[config.mk]
export PLATFORM = sky130hd
export DESIGN_NAME = json_string_unescape_unit
export DESIGN_NICKNAME = d
export VERILOG_FILES = /design/src/rtl/jsu_pkg.sv /design/src/rtl/json_string_unescape_unit.sv
export SDC_FILE = /design/constraint.sdc
export NUM_CORES = 1
export LEC_CHECK = 0
export BUFFER_PORTS_ARGS = -buffer_cell sky130_fd_sc_hd__buf_4
export CAP_MARGIN = 0
export CORE_ASPECT_RATIO = 0.9
export CORE_MARGIN = 2
export CORE_UTILIZATION = 29
export DETAILED_ROUTE_END_ITERATION = 12
export HOLD_SLACK_MARGIN = 0.05
export PLACE_DENSITY = 0.48
export REMOVE_ABC_BUFFERS = 1
export SETUP_SLACK_MARGIN = 0.02
export SYNTH_ARGS = -nofsm -noshare
export SYNTH_HDL_FRONTEND = slang
export SYNTH_SLANG_ARGS = --single-unit
[constraint.sdc]
create_clock -name clk -period 4.36 [get_ports clk]
set_clock_uncertainty 0.15 [all_clocks]
set_input_delay 0.872 -clock clk [delete_from_list [all_inputs] [get_ports clk]]
set_output_delay 0.872 -clock clk [all_outputs]
set_load 0.01 [all_outputs]
[src/rtl/jsu_pkg.sv]
`timescale 1ns / 1ps
`default_nettype none
// ----------------------------------------------------------------------------
// jsu_pkg - shared types and constants of the JSON string unescape unit
// Result status codes, input operation codes, character codes and the
// hex digit decoder.
// ----------------------------------------------------------------------------
package jsu_pkg;

	typedef enum logic [1:0] {
		STATUS_BYTE = 2'd0,
		STATUS_DONE = 2'd1,
		STATUS_ERR  = 2'd2
	} status_t;

	typedef enum logic {
		OP_BYTE = 1'b0,
		OP_END  = 1'b1
	} op_t;

	localparam logic [7:0] CH_QUOTE = 8'h22;
	localparam logic [7:0] CH_BSLASH = 8'h5C;
	localparam logic [7:0] CH_SLASH = 8'h2F;
	localparam logic [7:0] CH_B = 8'h62;
	localparam logic [7:0] CH_F = 8'h66;
	localparam logic [7:0] CH_N = 8'h6E;
	localparam logic [7:0] CH_R = 8'h72;
	localparam logic [7:0] CH_T = 8'h74;
	localparam logic [7:0] CH_U = 8'h75;

	localparam logic [7:0] CTL_BS = 8'h08;
	localparam logic [7:0] CTL_FF = 8'h0C;
	localparam logic [7:0] CTL_LF = 8'h0A;
	localparam logic [7:0] CTL_CR = 8'h0D;
	localparam logic [7:0] CTL_TAB = 8'h09;

	// lowest byte allowed raw inside a string
	localparam logic [7:0] MIN_RAW = 8'h20;

	localparam logic [2:0] HEX_DIGITS = 3'd4;

	// UTF-8 lead and continuation marks
	localparam logic [2:0] LEAD2 = 3'b110;
	localparam logic [3:0] LEAD3 = 4'b1110;
	localparam logic [1:0] CONT = 2'b10;

	typedef struct packed {
		logic       ok;
		logic [3:0] val;
	} hex_t;

	function automatic hex_t hex_decode(input logic [7:0] c);
		hex_t r;
		r.ok = 1'b1;
		r.val = 4'd0;
		if (c >= 8'h30 && c <= 8'h39) begin
			r.val = 4'(c - 8'h30);
		end else if (c >= 8'h61 && c <= 8'h66) begin
			r.val = 4'(c - 8'h57);
		end else if (c >= 8'h41 && c <= 8'h46) begin
			r.val = 4'(c - 8'h37);
		end else begin
			r.ok = 1'b0;
		end
		return r;
	endfunction

endpackage
`default_nettype wire

[src/rtl/json_string_unescape_unit.sv]
`timescale 1ns / 1ps
`default_nettype none
// ----------------------------------------------------------------------------
// json_string_unescape_unit - JSON string literal decoder with UTF-8 output
// Takes a quoted JSON string one byte per transfer and returns the decoded
// bytes, a completion mark at the closing quote, or a parse error.
// ----------------------------------------------------------------------------
// The unit accepts one input transfer and returns one result transfer per
// cycle when not stalled. An input is held in an input register, decoded
// combinationally against the parser state and written as a bundle of up
// to three results to the result register, which then presents them one
// per cycle while out_stall is low. An input that yields n results thus
// occupies the output for n transfers; a backslash-u escape takes six
// inputs for at most three results, so a steady byte stream moves at one
// byte per cycle without stalls. While the result register drains, one
// further input waits in the input register.

module json_string_unescape_unit (
	input  wire logic       clk,
	input  wire logic       arst_n,
	input  wire logic       in_valid,
	output logic            in_stall,
	input  wire logic       op,
	input  wire logic [7:0] in_byte,
	output logic            out_valid,
	input  wire logic       out_stall,
	output logic [7:0]      out_byte,
	output logic [1:0]      status,
	output logic            last
);

	typedef enum logic [1:0] {
		PH_IDLE = 2'd0,
		PH_STR  = 2'd1,
		PH_ESC  = 2'd2,
		PH_HEX  = 2'd3
	} phase_t;

	// input register
	logic       valid_s1;
	logic       op_s1;
	logic [7:0] byte_s1;

	// parser state
	phase_t      phase_q;
	logic [2:0]  digits_q;
	logic [15:0] cp_q;

	// result bundle
	logic                  bund_valid_s2;
	logic [1:0]            cnt_s2;
	logic [1:0]            idx_s2;
	jsu_pkg::status_t      st_s2;
	logic [2:0][7:0]       bytes_s2;

	// decode of the held input
	phase_t           phase_d;
	logic [2:0]       digits_d;
	logic [15:0]      cp_d;
	logic [1:0]       res_cnt;
	logic [2:0][7:0]  res_bytes;
	jsu_pkg::status_t res_st;
	jsu_pkg::hex_t    hex;
	logic [15:0]      cp_new;

	logic out_xfer;
	logic bund_drain;
	logic adv;

	assign out_xfer = bund_valid_s2 && !out_stall;
	assign bund_drain = out_xfer && (idx_s2 == cnt_s2 - 2'd1);
	// advance when the bundle is free or drains now, or the item yields nothing
	assign adv = valid_s1 && (!bund_valid_s2 || bund_drain || res_cnt == 2'd0);
	assign in_stall = valid_s1 && !adv;

	assign hex = jsu_pkg::hex_decode(byte_s1);
	assign cp_new = {cp_q[11:0], hex.val};

	always_comb begin
		phase_d = phase_q;
		digits_d = digits_q;
		cp_d = cp_q;
		res_cnt = 2'd0;
		res_bytes = '0;
		res_st = jsu_pkg::STATUS_BYTE;
		if (op_s1 == jsu_pkg::OP_END) begin
			phase_d = PH_IDLE;
			digits_d = 3'd0;
			cp_d = 16'd0;
			res_cnt = 2'd1;
			res_st = jsu_pkg::STATUS_ERR;
		end else begin
			case (phase_q)
				PH_IDLE: begin
					if (byte_s1 == jsu_pkg::CH_QUOTE) begin
						phase_d = PH_STR;
					end else begin
						res_cnt = 2'd1;
						res_st = jsu_pkg::STATUS_ERR;
						digits_d = 3'd0;
						cp_d = 16'd0;
					end
				end
				PH_STR: begin
					if (byte_s1 == jsu_pkg::CH_QUOTE) begin
						phase_d = PH_IDLE;
						res_cnt = 2'd1;
						res_st = jsu_pkg::STATUS_DONE;
					end else if (byte_s1 == jsu_pkg::CH_BSLASH) begin
						phase_d = PH_ESC;
					end else if (byte_s1 < jsu_pkg::MIN_RAW) begin
						phase_d = PH_IDLE;
						digits_d = 3'd0;
						cp_d = 16'd0;
						res_cnt = 2'd1;
						res_st = jsu_pkg::STATUS_ERR;
					end else begin
						res_cnt = 2'd1;
						res_bytes[0] = byte_s1;
					end
				end
				PH_ESC: begin
					phase_d = PH_STR;
					res_cnt = 2'd1;
					case (byte_s1)
						jsu_pkg::CH_QUOTE:  res_bytes[0] = jsu_pkg::CH_QUOTE;
						jsu_pkg::CH_BSLASH: res_bytes[0] = jsu_pkg::CH_BSLASH;
						jsu_pkg::CH_SLASH:  res_bytes[0] = jsu_pkg::CH_SLASH;
						jsu_pkg::CH_B:      res_bytes[0] = jsu_pkg::CTL_BS;
						jsu_pkg::CH_F:      res_bytes[0] = jsu_pkg::CTL_FF;
						jsu_pkg::CH_N:      res_bytes[0] = jsu_pkg::CTL_LF;
						jsu_pkg::CH_R:      res_bytes[0] = jsu_pkg::CTL_CR;
						jsu_pkg::CH_T:      res_bytes[0] = jsu_pkg::CTL_TAB;
						jsu_pkg::CH_U: begin
							phase_d = PH_HEX;
							digits_d = 3'd0;
							cp_d = 16'd0;
							res_cnt = 2'd0;
						end
						default: begin
							phase_d = PH_IDLE;
							digits_d = 3'd0;
							cp_d = 16'd0;
							res_st = jsu_pkg::STATUS_ERR;
						end
					endcase
				end
				default: begin
					if (!hex.ok) begin
						phase_d = PH_IDLE;
						digits_d = 3'd0;
						cp_d = 16'd0;
						res_cnt = 2'd1;
						res_st = jsu_pkg::STATUS_ERR;
					end else if (digits_q + 3'd1 != jsu_pkg::HEX_DIGITS) begin
						digits_d = digits_q + 3'd1;
						cp_d = cp_new;
					end else begin
						// fourth digit: emit the code point as UTF-8
						phase_d = PH_STR;
						digits_d = 3'd0;
						cp_d = 16'd0;
						if (cp_new[15:7] == 9'd0) begin
							res_cnt = 2'd1;
							res_bytes[0] = cp_new[7:0];
						end else if (cp_new[15:11] == 5'd0) begin
							res_cnt = 2'd2;
							res_bytes[0] = {jsu_pkg::LEAD2, cp_new[10:6]};
							res_bytes[1] = {jsu_pkg::CONT, cp_new[5:0]};
						end else begin
							res_cnt = 2'd3;
							res_bytes[0] = {jsu_pkg::LEAD3, cp_new[15:12]};
							res_bytes[1] = {jsu_pkg::CONT, cp_new[11:6]};
							res_bytes[2] = {jsu_pkg::CONT, cp_new[5:0]};
						end
					end
				end
			endcase
		end
	end

	// control: input valid, parser state, bundle occupancy
	always_ff @(posedge clk or negedge arst_n) begin
		if (!arst_n) begin
			valid_s1 <= 1'b0;
			phase_q <= PH_IDLE;
			digits_q <= 3'd0;
			cp_q <= 16'd0;
			bund_valid_s2 <= 1'b0;
			cnt_s2 <= 2'd0;
			idx_s2 <= 2'd0;
		end else begin
			if (in_valid && !in_stall) begin
				valid_s1 <= 1'b1;
			end else if (adv) begin
				valid_s1 <= 1'b0;
			end
			if (adv) begin
				phase_q <= phase_d;
				digits_q <= digits_d;
				cp_q <= cp_d;
			end
			if (adv && res_cnt != 2'd0) begin
				// load a new bundle
				bund_valid_s2 <= 1'b1;
				cnt_s2 <= res_cnt;
				idx_s2 <= 2'd0;
			end else if (bund_drain) begin
				bund_valid_s2 <= 1'b0;
			end else if (out_xfer) begin
				idx_s2 <= idx_s2 + 2'd1;
			end
		end
	end

	// payload: hold the input item and the result bytes
	always_ff @(posedge clk) begin
		if (in_valid && !in_stall) begin
			op_s1 <= op;
			byte_s1 <= in_byte;
		end
		if (adv && res_cnt != 2'd0) begin
			bytes_s2 <= res_bytes;
			st_s2 <= res_st;
		end
	end

	assign out_valid = bund_valid_s2;
	assign out_byte = bytes_s2[idx_s2];
	assign status = st_s2;
	assign last = (idx_s2 == cnt_s2 - 2'd1);

endmodule
`default_nettype wire
== Word level (Yosys, flattened, before mapping) ==
Cells that the tools add are included.

* Reductions and logical operators: 30
* Eq/ne operators: 22
* $lt $le $gt $ge: 8
* Add/sub/neg operators: 6
* Multiplexer cells: 69
* Bitwise gates (word level): 1

{| class="wikitable"
|+ Operator list
! cell !! count
|-
| $mux W12 || 8
|-
| $mux W8 || 8
|-
| $eq A8 B7 Y1 const B || 7
|-
| $pmux W7 S8 || 1
|-
| $mux W2 || 20
|-
| $pmux W12 S3 || 1
|-
| $mux W3 || 8
|-
| $pmux W8 S3 || 1
|-
| $ne A3 B3 Y1 const B || 7
|-
| $pmux W2 S3 || 3
|-
| $bmux W8 S2 || 1
|-
| $eq A8 B6 Y1 const B || 2
|-
| $ge A8 B7 Y1 const B || 2
|-
| $le A8 B7 Y1 const B || 2
|-
| $reduce_or A8 Y1 || 2
|-
| $mux W14 || 1
|-
| $mux W1 || 12
|-
| $mux W4 || 3
|-
| $logic_and A1 B1 Y1 || 9
|-
| $logic_not A9 Y1 || 1
|-
| $pmux W3 S3 || 1
|-
| $reduce_or A9 Y1 || 1
|-
| $ge A8 B6 Y1 const B || 1
|-
| $le A8 B6 Y1 const B || 1
|-
| other kinds (24) || 33
|}

* Bits of input ports: 13
* Output and inout port bits: 13
* Register bits: 58

== Logic depth before layout (Yosys ltp) ==
Gate-level depths: netlist of the first run.

* Depth in word-level cells: 16
* Depth in mapped cells: 10
* Depth with buffers taken out: 9

== Worst setup path after synthesis of the first run ==
OpenSTA, ideal clock, no wires.

* Path type: flip-flop to flip-flop
* Start point: register byte_s1[0]
* End point: register bytes_s2[0] (netlist name), enable pin
* Arrival: 3.085 ns
* Stages on the path, launching flop included: 7
* Path buffers: 0
* Data required time: 3.793 ns
* Slack: 0.708 ns
* Library setup time: 0.417 ns
* Path through: edfxtp_1 inv_1 ha_1 o21bai_1 a2111oi_4 o2111ai_4 a21oi_1

* Word-level cells in the longest chain between the ends: 12
* Elaborated cells on any way between the ends: 27
* Classes of those cells: order compare: 6; eq/ne: 3; mux: 10; reduce/logical: 8

{| class="wikitable"
|+ RTL lines
! item !! line !! RTL
|-
| start, declared || json_string_unescape_unit.sv:42 || <nowiki>logic [7:0] byte_s1;</nowiki>
|-
| start signal, assigned || json_string_unescape_unit.sv:220 || <nowiki>byte_s1 <= in_byte;</nowiki>
|-
| $ge A8 B7 Y1 or $le A8 B7 Y1 (tied branches) || jsu_pkg.sv:60 || <nowiki>end else if (c >= 8'h41 && c <= 8'h46) begin</nowiki>
|-
| $logic_and A1 B1 Y1 || jsu_pkg.sv:60 ||
|-
| $mux W1 || jsu_pkg.sv:60 ||
|-
| $mux W1 || jsu_pkg.sv:58 || <nowiki>end else if (c >= 8'h61 && c <= 8'h66) begin</nowiki>
|-
| $mux W1 || jsu_pkg.sv:56 || <nowiki>if (c >= 8'h30 && c <= 8'h39) begin</nowiki>
|-
| $mux W2 || json_string_unescape_unit.sv:149 || <nowiki>if (!hex.ok) begin</nowiki>
|-
| $pmux W2 S3 * || json_string_unescape_unit.sv:93 || <nowiki>case (phase_q)</nowiki>
|-
| $mux W2 * || json_string_unescape_unit.sv:86 || <nowiki>if (op_s1 == jsu_pkg::OP_END) begin</nowiki>
|-
| $logic_not A2 Y1 || json_string_unescape_unit.sv:73 || <nowiki>assign adv = valid_s1 && (!bund_valid_s2 || bund_drain || res_cnt == 2'd0);</nowiki>
|-
| $logic_or A1 B1 Y1 || json_string_unescape_unit.sv:73 ||
|-
| $logic_and A1 B1 Y1 || json_string_unescape_unit.sv:73 ||
|-
| $logic_and A1 B1 Y1 * || json_string_unescape_unit.sv:222 || <nowiki>if (adv && res_cnt != 2'd0) begin</nowiki>
|-
| end signal, assigned || json_string_unescape_unit.sv:223 || <nowiki>bytes_s2 <= res_bytes;</nowiki>
|-
| end, declared || json_string_unescape_unit.sv:54 || <nowiki>logic [2:0][7:0] bytes_s2;</nowiki>
|}

Every way passes the cells marked *; elsewhere a longest branch is shown, timed or not.
A chain may end at the register's enable or synchronous reset.

== Final worst setup path of the first run ==
* Start point: register byte_s1[7]
* End point: output port in_stall

* Word-level cells in the longest chain between the ends: 13
* Elaborated cells on any way between the ends: 27
* Classes of those cells: order compare: 6; eq/ne: 3; mux: 10; reduce/logical: 8

{| class="wikitable"
|+ RTL lines
! item !! line !! RTL
|-
| $ge A8 B7 Y1 or $le A8 B7 Y1 (tied branches) || jsu_pkg.sv:60 ||
|-
| $logic_and A1 B1 Y1 || jsu_pkg.sv:60 ||
|-
| $mux W1 || jsu_pkg.sv:60 ||
|-
| $mux W1 || jsu_pkg.sv:58 ||
|-
| $mux W1 || jsu_pkg.sv:56 ||
|-
| $mux W2 || json_string_unescape_unit.sv:149 ||
|-
| $pmux W2 S3 * || json_string_unescape_unit.sv:93 ||
|-
| $mux W2 * || json_string_unescape_unit.sv:86 ||
|-
| $logic_not A2 Y1 * || json_string_unescape_unit.sv:73 ||
|-
| $logic_or A1 B1 Y1 * || json_string_unescape_unit.sv:73 ||
|-
| $logic_and A1 B1 Y1 * || json_string_unescape_unit.sv:73 ||
|-
| $logic_not A1 Y1 * || json_string_unescape_unit.sv:74 || <nowiki>assign in_stall = valid_s1 && !adv;</nowiki>
|-
| $logic_and A1 B1 Y1 * || json_string_unescape_unit.sv:74 ||
|-
| end, declared || json_string_unescape_unit.sv:22 || <nowiki>output logic in_stall,</nowiki>
|}

Marked as above.

==> impl_metrics.py, run 1 <==
metrics = {
    "cts": {
        "clk_latency_ps": 300,
        "h-tree-depth": 2,
        "clockBufferDepth": 2,
        "tritoncts": "yes",
        "ctsResizeCount": 0,
        "cts_buffers": 5,
        "path_clk_slew_ps": 80,
        "cts_hold_buf": 0,
        "clkSinkCount": 56,
        "postCtsSetupRepairBufs": 0,
        "clockRootBuffer": "clkbuf_16",
    },
    "timing": {
        "finalMaxSlewViolations": 0,
        "hold_viol": 0,
        "report.final.setup_viol": 0,
        "fin_crit_sh_pct": 89.6,
        "rsz0062_at_grt": "no",
        "min_period_ps": 3910,
        "max_slew_margin_pct": 42.7,
        "worstMarginPinSlew_ps": 851,
        "clock.fmax_ghz": 0.256,
        "tns_ps": 0,
    },
    "power": {
        "p_comb_share_pct": 17.4,
        "power_density_mw_per_mm2": 350,
        "swShare_pct": 27.3,
        "p_switching_mw": 0.372,
        "power_frac_seq_pct": 47.9,
        "vdd.ir_drop.worst_mv": 0.147,
        "leakagePower_nw": 1.42,
        "power.internal_mw": 0.989,
        "clkPwrFrac_pct": 34.6,
    },
    "die": {
        "fp-row-count": 37,
        "io_pins": 26,
        "dieArea_mm2": 0.0126,
        "initial_core_util_pct": 29.7,
        "die_w_um": 118,
        "coreArea_mm2": 0.0114,
        "die_h_um": 107,
    },
    "final_layout": {
        "diodes": 0,
        "fillers": 1176,
        "drive_gt1_share_pct": 17.4,
        "nNetsFinal": 374,
        "areaGrowthSynthToFinish_pct": 14.5,
        "finalNonFillerCells": 512,
        "mostFrequentLayoutCells": "33 x nand2_1, 33 x edfxtp_1, 32 x nor2_1",
    },
    "synth": {
        "yosysTopAreaCellShare_pct": 29.1,
        "synth_seq_cells": 56,
        "ys_seq_area_share_pct": 46.1,
        "yosys-top-cells-area": "edfxtp_1 29%, dfrtp_1 17%, o21ai_0 3.7%, nand2_1 3.6%, nor2_1 3.5%",
        "netlist_area_mm2": 0.00340,
        "synthFlopType": "edfxtp_1",
        "synth.avg_cell_area_um2": 10.2,
        "synth_edf_count": 33,
        "synth_cell_types": 68,
        "async_flop_share_pct": 41.1,
        "synthCells": 332,
        "yosys_warnings": 0,
        "yosysTopAreaCell": "edfxtp_1",
    },
    "placed_design": {
        "post-dp-hpwl_um": 6500,
        "place_congestion": 0.823,
        "port_buffers": 25,
        "dp_cells": 504,
    },
    "setup_path": {
        "critical_path.startpoint": "byte_s1[7]$_DFFE_PP_",
        "reg2reg_slack_ps": 870,
        "critPathMostFrequentCell": "a21oi_1",
        "max_stage_delay_ps": 600,
        "crit_chain": "or3b_1 -> or4_4 -> a21o_4 -> a21oi_1 -> a21oi_1 -> buf_4",
        "end_kind": "primary output",
        "worst-setup-path-type": "register to primary output",
        "startpoint_type": "register",
        "cp_data_arrival_time_ps": 2890,
        "timing.rr.end": "cp_q[1]$_DFFE_PN0P_",
        "rr_worst_depth": 7,
        "timing.rr.start": "cp_q[5]$_DFFE_PN0P_",
        "critPathBufInv": 1,
        "path_max_fanout": 8,
        "worstPathRequired_ps": 3340,
        "path_delay_family": "simple AND/OR/NAND/NOR gates",
        "crit_slowest_cell": "or4_4",
    },
    "route": {
        "drt_iter0_drc": 166,
        "vias": 2659,
        "wl_per_cell_um": 17.0,
        "drt-pass1-iter-count": 5,
        "ant_nets": 0,
        "drc": 0,
        "viasPerCell": 5.19,
        "wirelength_um": 8710,
    },
    "global_routing": {
        "grt_first_pass_wirelength_um": 14500,
        "grt_max_degree": 28,
        "track_usage_pct": 14.5,
        "overflow": 0,
        "antenna_found_initial": 0,
        "grt_pass1_vias": 2645,
    },
    "status": {
        "outcome": "finished, final reports clean",
    },
    "flow_run": {
        "cap_violations": 0,
    },
    "min_path": {
        "hp-class": "input port to async pin",
    },
}
[state kept, by name, summed over array words and instances (netlist names)]
signal     cells
status         2
op_s1          1
idx_s2         2
out_valid      1
bytes_s2      22
cp_q          12
cnt_s2         2
valid_s1       1
digits_q       3
byte_s1        8
phase_q        2
[metal layers]
metal | up-vias | global-route usage, % | routed length (µm)
met4 | 0 | 2.50 | 42
met3 | 5 | 2.66 | 343
met5 | - | 0 | 0
met1 | 1307 | 21.1 | 4420
met2 | 63 | 22.6 | 3900
li1 | 1284 | - | -
[power by group through the flow]
| stage | Combinational [mW] | Clock, mW | Sequential [mW] |
|---|---|---|---|
| final | 0.237 | 0.472 | 0.652 |
| after floorplan | 0.143 | 0 | 0.657 |
| after global placement | 0.240 | 0 | 0.661 |
| after CTS | 0.239 | 0.483 | 0.652 |
| after detailed placement | 0.238 | 0 | 0.664 |
| after global routing | 0.261 | 0.503 | 0.659 |
[area by class of cell]
| cell class | instances | area, µm² | share of cell area, % |
|---|---|---|---|
| Clock buffer | 6 | 129 | 3.31 |
| Clock inverter | 2 | 38.8 | 0.996 |
| Inverter | 13 | 48.8 | 1.25 |
| Multi-Input combinational cell | 249 | 1690 | 43.4 |
| Sequential cell | 56 | 1570 | 40.2 |
| Tap cell | 156 | 195 | 5.01 |
| Timing Repair Buffer | 30 | 225 | 5.79 |
[synth_stat cells, drive strengths merged, types with 3 or more instances]
library cell  number
nor3               8
a21oi             21
buf                7
ha                 6
o211ai             7
and3               5
xor2               3
inv               12
mux2i              9
nor3b              4
dfrtp             23
nor4               7
nor2b              8
a31oi              3
clkbuf             7
o21ai             27
nor2              32
nand3              6
nand2b             6
nand2             33
mux2               9
edfxtp            33
or2                4
or4                4
xnor2              3
and2               3
[per-stage QoR]
step                      worst slack [ps]  hold slack [ps]  cell area [µm²]  total power, mW  utilization, %
after global routing                   359              332             3890             1.42            34.0
after detailed placement               774              379             3720            0.902            32.6
after CTS                              453              317             3890             1.37            34.0
final                                  452              307             3890             1.36            34.0
after floorplan                        708              312             3300            0.799               -
after global placement                 817              368             3720            0.901            32.6
[cells by family (layout without fill, tap and decap cells)]
logic type               count (synthesis)  count (layout)  synth area share, %
AND/OR/NAND/NOR                        130             130                 19.9
multiplexers                            18              18                 6.18
buffers and inverters                   27              51                 4.38
flip-flops                              56              56                 46.1
XOR/XNOR                                 6               6                 1.55
AO/OA/AOI/OAI                           89              89                 19.7
adder cells (fa/ha/maj)                  6               6                 2.21
[worst max path at each step]
stage	end	slack (ps)	depth (start not counted)
after floorplan	bytes_s2[0]$_SDFFCE_PP0P_	710	6
after global placement	in_stall	820	6
after detailed placement	in_stall	770	6
after CTS	in_stall	450	6
after global routing	in_stall	360	6
final	in_stall	450	6
[worst register-to-register path, stage by stage, from the launching register on]
cell	delay, ps
dfrtp_1	430
nor4_1	770
nand3_1	380
o2111ai_4	320
inv_2	170
a211oi_4	460
o21a_4	320
mux2_2	370
(Power assumes the default switching activity.)
==> inputs of run 2 (changes only) <==
--- a/config.mk
+++ b/config.mk
@@ -12,7 +12,7 @@
 export CORE_UTILIZATION = 29
 export DETAILED_ROUTE_END_ITERATION = 12
 export HOLD_SLACK_MARGIN = 0.05
-export PLACE_DENSITY = 0.48
+export PLACE_DENSITY = 0.45
 export REMOVE_ABC_BUFFERS = 1
 export SETUP_SLACK_MARGIN = 0.02
 export SYNTH_ARGS = -nofsm -noshare
==> run 2 against run 1 <==
Against the previous run: power fell by 4.4%; non-clock buffer count fell by 1; routed wire length rose by 3.0%; fmax fell by 0.25%; sequential share of layout area rose by 0.29 points; combinational power barely moved; design area fell by 0.71%; final cell count did not move; hold slack improved by 5.7 ps; highest routed layer unchanged.
==> impl_metrics.py, run 2 (same netlist as run 1, synthesis figures left out) <==
metrics = {
    "status": {
        "outcome": "finished, final reports clean",
    },
    "power": {
        "power_frac_seq_pct": 50.2,
        "vdd.ir_drop.worst_mv": 0.184,
        "clkPwrFrac_pct": 31.8,
        "swShare_pct": 28.6,
        "p_comb_share_pct": 18.0,
        "leakagePower_nw": 1.40,
        "p_switching_mw": 0.372,
        "power.internal_mw": 0.929,
        "power_mw": 1.30,
        "power_density_mw_per_mm2": 337,
    },
    "placed_design": {
        "post-dp-hpwl_um": 6600,
        "port_buffers": 25,
        "place_congestion": 0.865,
        "dp_cells": 503,
    },
    "route": {
        "ant_nets": 0,
        "viasPerCell": 5.21,
        "drc": 0,
        "wirelength_um": 8960,
        "drt_iter0_drc": 145,
        "drt-pass1-iter-count": 5,
        "wl_per_cell_um": 17.5,
        "vias": 2665,
    },
    "cts": {
        "clockRootBuffer": "clkbuf_16",
        "clk_latency_ps": 300,
        "h-tree-depth": 2,
        "path_clk_slew_ps": 80,
        "postCtsSetupRepairBufs": 0,
        "clkSinkCount": 56,
        "clockBufferDepth": 2,
        "cts_buffers": 5,
        "tritoncts": "yes",
        "ctsResizeCount": 0,
        "cts_hold_buf": 0,
    },
    "global_routing": {
        "antenna_found_initial": 1,
        "overflow": 0,
        "grt_first_pass_wirelength_um": 14600,
        "grt_max_degree": 28,
        "track_usage_pct": 14.7,
        "grt_pass1_vias": 2598,
    },
    "die": {
        "die_h_um": 107,
        "die_w_um": 118,
        "dieArea_mm2": 0.0126,
        "fp-row-count": 37,
        "coreArea_mm2": 0.0114,
        "initial_core_util_pct": 29.7,
        "io_pins": 26,
    },
    "timing": {
        "fin_hold_ws_ps": 313,
        "rsz0062_at_grt": "no",
        "worstMarginPinSlew_ps": 927,
        "clock.fmax_ghz": 0.255,
        "max_slew_margin_pct": 37.6,
        "fin_crit_sh_pct": 89.9,
        "hold_viol": 0,
        "report.final.setup_viol": 0,
        "tns_ps": 0,
        "finalMaxSlewViolations": 0,
        "min_period_ps": 3920,
    },
    "setup_path": {
        "timing.rr.start": "byte_s1[0]$_DFFE_PP_",
        "worstPathRequired_ps": 3340,
        "critPathMostFrequentCell": "a21oi_1",
        "worst-setup-path-type": "register to primary output",
        "crit_chain": "or3b_1 -> or4_4 -> a21o_4 -> a21oi_1 -> a21oi_1 -> buf_4",
        "startpoint_type": "register",
        "rr_worst_depth": 10,
        "crit_slowest_cell": "or4_4",
        "end_kind": "primary output",
        "timing.rr.end": "cp_q[0]$_DFFE_PN0P_",
        "reg2reg_slack_ps": 820,
        "path_max_fanout": 10,
        "critPathBufInv": 1,
        "max_stage_delay_ps": 600,
        "path_delay_family": "simple AND/OR/NAND/NOR gates",
        "cp_data_arrival_time_ps": 2900,
    },
    "flow_run": {
        "cap_violations": 0,
    },
    "final_layout": {
        "nNetsFinal": 373,
        "drive_gt1_share_pct": 17.2,
        "areaGrowthSynthToFinish_pct": 13.6,
        "finalNonFillerCells": 512,
        "mostFrequentLayoutCells": "33 x nand2_1, 33 x edfxtp_1, 32 x nor2_1",
        "largest_register": "bytes_s2",
        "largest_register_ffs": 22,
        "top_regs": "bytes_s2 (22), cp_q (12), byte_s1 (8)",
    },
    "min_path": {
        "hp-class": "input port to async pin",
    },
}
-- run 2: changes by cell type in the layout (fill, tap and decap cells not counted), sizes merged --
| cell | previous run | this run |
|---|---|---|
| buf | 30 | 29 |
| bufinv | 1 | 0 |
| clkinv | 1 | 2 |
| clkinvlp | 0 | 1 |
| diode | 0 | 1 |
| inv | 13 | 12 |
-- run 2: layer usage --
metal  part of all wire (%)  up-vias  track usage (%)
met1                     49     1288             21.7
met2                     45       78             22.1
met3                    5.1       10             3.03
met4                    1.0        0             3.10
met5                      0        -                0
li1                       -     1289                -
-- run 2: worst max path at each step --
stage / endpoint / slack [ps] / cells after the start / startpoint
global route: in_stall / 270 / 6 / byte_s1[3]$_DFFE_PP_
global placement: in_stall / 800 / 6 / byte_s1[3]$_DFFE_PP_
detailed placement: in_stall / 770 / 6 / byte_s1[3]$_DFFE_PP_
floorplan: bytes_s2[0]$_SDFFCE_PP0P_ / 710 / 6 / byte_s1[0]$_DFFE_PP_
finish: in_stall / 440 / 6 / byte_s1[3]$_DFFE_PP_
CTS: in_stall / 430 / 6 / byte_s1[3]$_DFFE_PP_
-- run 2: final cells by class --
type	count	area [µm²]
clock inverter	2	16.3
timing repair buffer	29	218
inverter	13	48.8
fill	1172	7570
clock buffer	6	129
multi-input combinational	249	1690
tap	156	195
sequential	56	1570
antenna	1	2.50
-- run 2: metrics by stage --
stage | instance area (µm²) | setup WS (ps) | util (%)
floorplan | 3300 | 708 | -
global placement | 3720 | 797 | 32.5
detailed placement | 3720 | 766 | 32.5
CTS | 3860 | 431 | 33.8
global route | 3860 | 274 | 33.8
finish | 3860 | 442 | 33.8
-- run 2: power by group through the flow --
stage                     combinational [mW]  clock [mW]  sequential (mW)
after global placement                 0.237           0            0.663
after detailed placement               0.235           0            0.665
after floorplan                        0.143           0            0.657
after global routing                   0.258       0.445            0.662
after CTS                              0.236       0.428            0.654
final                                  0.234       0.414            0.654
==> inputs of run 3 (changes only) <==
--- a/config.mk
+++ b/config.mk
@@ -7,12 +7,14 @@
 export LEC_CHECK = 0
 export BUFFER_PORTS_ARGS = -buffer_cell sky130_fd_sc_hd__buf_4
 export CAP_MARGIN = 0
+export CELL_PAD_IN_SITES_DETAIL_PLACEMENT = 1
+export CELL_PAD_IN_SITES_GLOBAL_PLACEMENT = 1
 export CORE_ASPECT_RATIO = 0.9
 export CORE_MARGIN = 2
 export CORE_UTILIZATION = 29
 export DETAILED_ROUTE_END_ITERATION = 12
 export HOLD_SLACK_MARGIN = 0.05
-export PLACE_DENSITY = 0.45
+export PLACE_DENSITY = 0.54
 export REMOVE_ABC_BUFFERS = 1
 export SETUP_SLACK_MARGIN = 0.02
 export SYNTH_ARGS = -nofsm -noshare
==> run 3 against run 2 <==
Against the previous run: critical path type unchanged; critical path depth stayed put; non-clock buffer count is 1 higher; sequential share of layout area is 0.18 points lower; power is 0.50% higher; core utilization is 0.15 points higher; routed wire length is 6.9% higher; global-route usage is 0.89 points higher; combinational power is 3% higher.
==> impl_metrics.py, run 3 (same netlist as run 1, synthesis figures left out) <==
metrics = {
    "power": {
        "vdd.ir_drop.worst_mv": 0.145,
        "power_density_mw_per_mm2": 337,
        "leakagePower_nw": 1.41,
    },
    "cts": {
        "clkSinkCount": 56,
        "cts_hold_buf": 0,
        "h-tree-depth": 2,
        "clk_latency_ps": 300,
        "clockBufferDepth": 2,
        "cts_buffers": 5,
        "ctsResizeCount": 0,
        "clockRootBuffer": "clkbuf_16",
        "path_clk_slew_ps": 80,
        "postCtsSetupRepairBufs": 0,
        "tritoncts": "yes",
    },
    "die": {
        "io_pins": 26,
        "dieArea_mm2": 0.0126,
        "initial_core_util_pct": 29.7,
        "coreArea_mm2": 0.0114,
        "fp-row-count": 37,
        "die_h_um": 107,
        "die_w_um": 118,
    },
    "final_layout": {
        "finalNonFillerCells": 512,
        "drive_gt1_share_pct": 17.4,
        "areaGrowthSynthToFinish_pct": 14.2,
        "final_design_area_no_fill_mm2": 0.00388,
        "largest_register": "bytes_s2",
        "largest_register_ffs": 22,
        "fillers": 1310,
        "multiInputGateArea_mm2": 0.00169,
        "register_area_mm2": 0.00157,
        "mostFrequentLayoutCells": "33 x nand2_1, 33 x edfxtp_1, 32 x nor2_1",
        "top_regs": "bytes_s2 (22), cp_q (12), byte_s1 (8)",
        "nNetsFinal": 374,
        "diodes": 0,
    },
    "route": {
        "top_layer": "met4",
        "wirelength_um": 9580,
        "ant_nets": 0,
        "drt_iter0_drc": 110,
        "wl_met1_um": 4690,
        "vias": 2665,
        "drt-pass1-iter-count": 4,
        "drc": 0,
        "wl_met3_um": 342,
        "wl_met2_um": 4520,
        "wl_per_cell_um": 18.7,
        "viasPerCell": 5.21,
    },
    "timing": {
        "hold_viol": 0,
        "worst_slack_ps": 424,
        "tns_ps": 0,
        "fin_crit_sh_pct": 90.3,
        "finalMaxSlewViolations": 0,
        "report.final.setup_viol": 0,
        "worstMarginPinSlew_ps": 1010,
        "clock.fmax_ghz": 0.254,
        "max_slew_margin_pct": 31.9,
        "fin_hold_ws_ps": 319,
        "rsz0062_at_grt": "no",
        "min_period_ps": 3940,
    },
    "setup_path": {
        "worstPathRequired_ps": 3340,
        "startpoint_type": "register",
        "path_max_fanout": 10,
        "end_kind": "primary output",
        "cp_data_arrival_time_ps": 2910,
        "worst-setup-path-type": "register to primary output",
    },
    "placed_design": {
        "port_buffers": 25,
        "place_area_mm2": 0.00374,
        "dp_cells": 504,
        "pre_cts_ws_ps": 740,
        "post-dp-hpwl_um": 7160,
        "place_congestion": 0.810,
    },
    "global_routing": {
        "grt_first_pass_wirelength_um": 15300,
        "grt_pass1_vias": 2694,
        "track_usage_pct": 15.6,
        "grt_max_degree": 27,
        "antenna_found_initial": 0,
        "overflow": 0,
    },
    "min_path": {
        "hp-class": "input port to async pin",
    },
    "flow_run": {
        "cap_violations": 0,
    },
    "status": {
        "outcome": "finished, final reports clean",
    },
}
## run 3: changes by cell type in the layout (fill, tap and decap cells not counted), sizes merged
cell	previous run	this run
diode	1	0
buf	29	30
## run 3: final timing paths
check	start	endpoint	cells after the start	slack (ps)
min	arst_n	cp_q[3]$_DFFE_PN0P_	1	320
max in group asynchronous	arst_n	cp_q[2]$_DFFE_PN0P_	1	3490
max	byte_s1[3]$_DFFE_PP_	in_stall	6	420
min in group clk	digits_q[1]$_DFFE_PN0P_	digits_q[1]$_DFFE_PN0P_	1	390
max reg2reg	byte_s1[0]$_DFFE_PP_	cp_q[0]$_DFFE_PN0P_	9	860
min reg2reg	digits_q[1]$_DFFE_PN0P_	digits_q[1]$_DFFE_PN0P_	1	390
## run 3: through the flow
stage                     util [%]  total power, mW
after global placement        32.7            0.907
after CTS                     34.0             1.33
after detailed placement      32.7            0.911
after floorplan                  -            0.799
final                         34.0             1.31
after global routing          34.0             1.37
## run 3: area by class of cell
type / instances / share of cell area, %
multi-input cells: 249 / 43.5
flip-flops and latches: 56 / 40.3
repair buffers: 30 / 6.12
well taps: 156 / 5.03
clock buffers: 6 / 3.32
inverters: 13 / 1.26
clock inverters: 2 / 0.419
## run 3: worst max-delay path: stages (launching register included)
cell and delay, ps:
edfxtp_1 560, or3b_1 550, or4_4 600, a21o_4 270
a21oi_1 290, a21oi_1 160, buf_4 180
## run 3: report_power, final
| part | internal [mW] | leakage (nW) | switching [mW] |
|---|---|---|---|
| Clock | 0.215 | 0.0671 | 0.197 |
| Combinational | 0.102 | 0.704 | 0.140 |
| Sequential | 0.616 | 0.638 | 0.0382 |
| Total | 0.933 | 1.41 | 0.375 |
## run 3: per-layer routing
metal / vias up / global-route usage [%]
li1: 1284 / -
met1: 1339 / 21.6
met2: 40 / 26.0
met3: 2 / 2.77
met4: 0 / 2.32
met5: - / 0
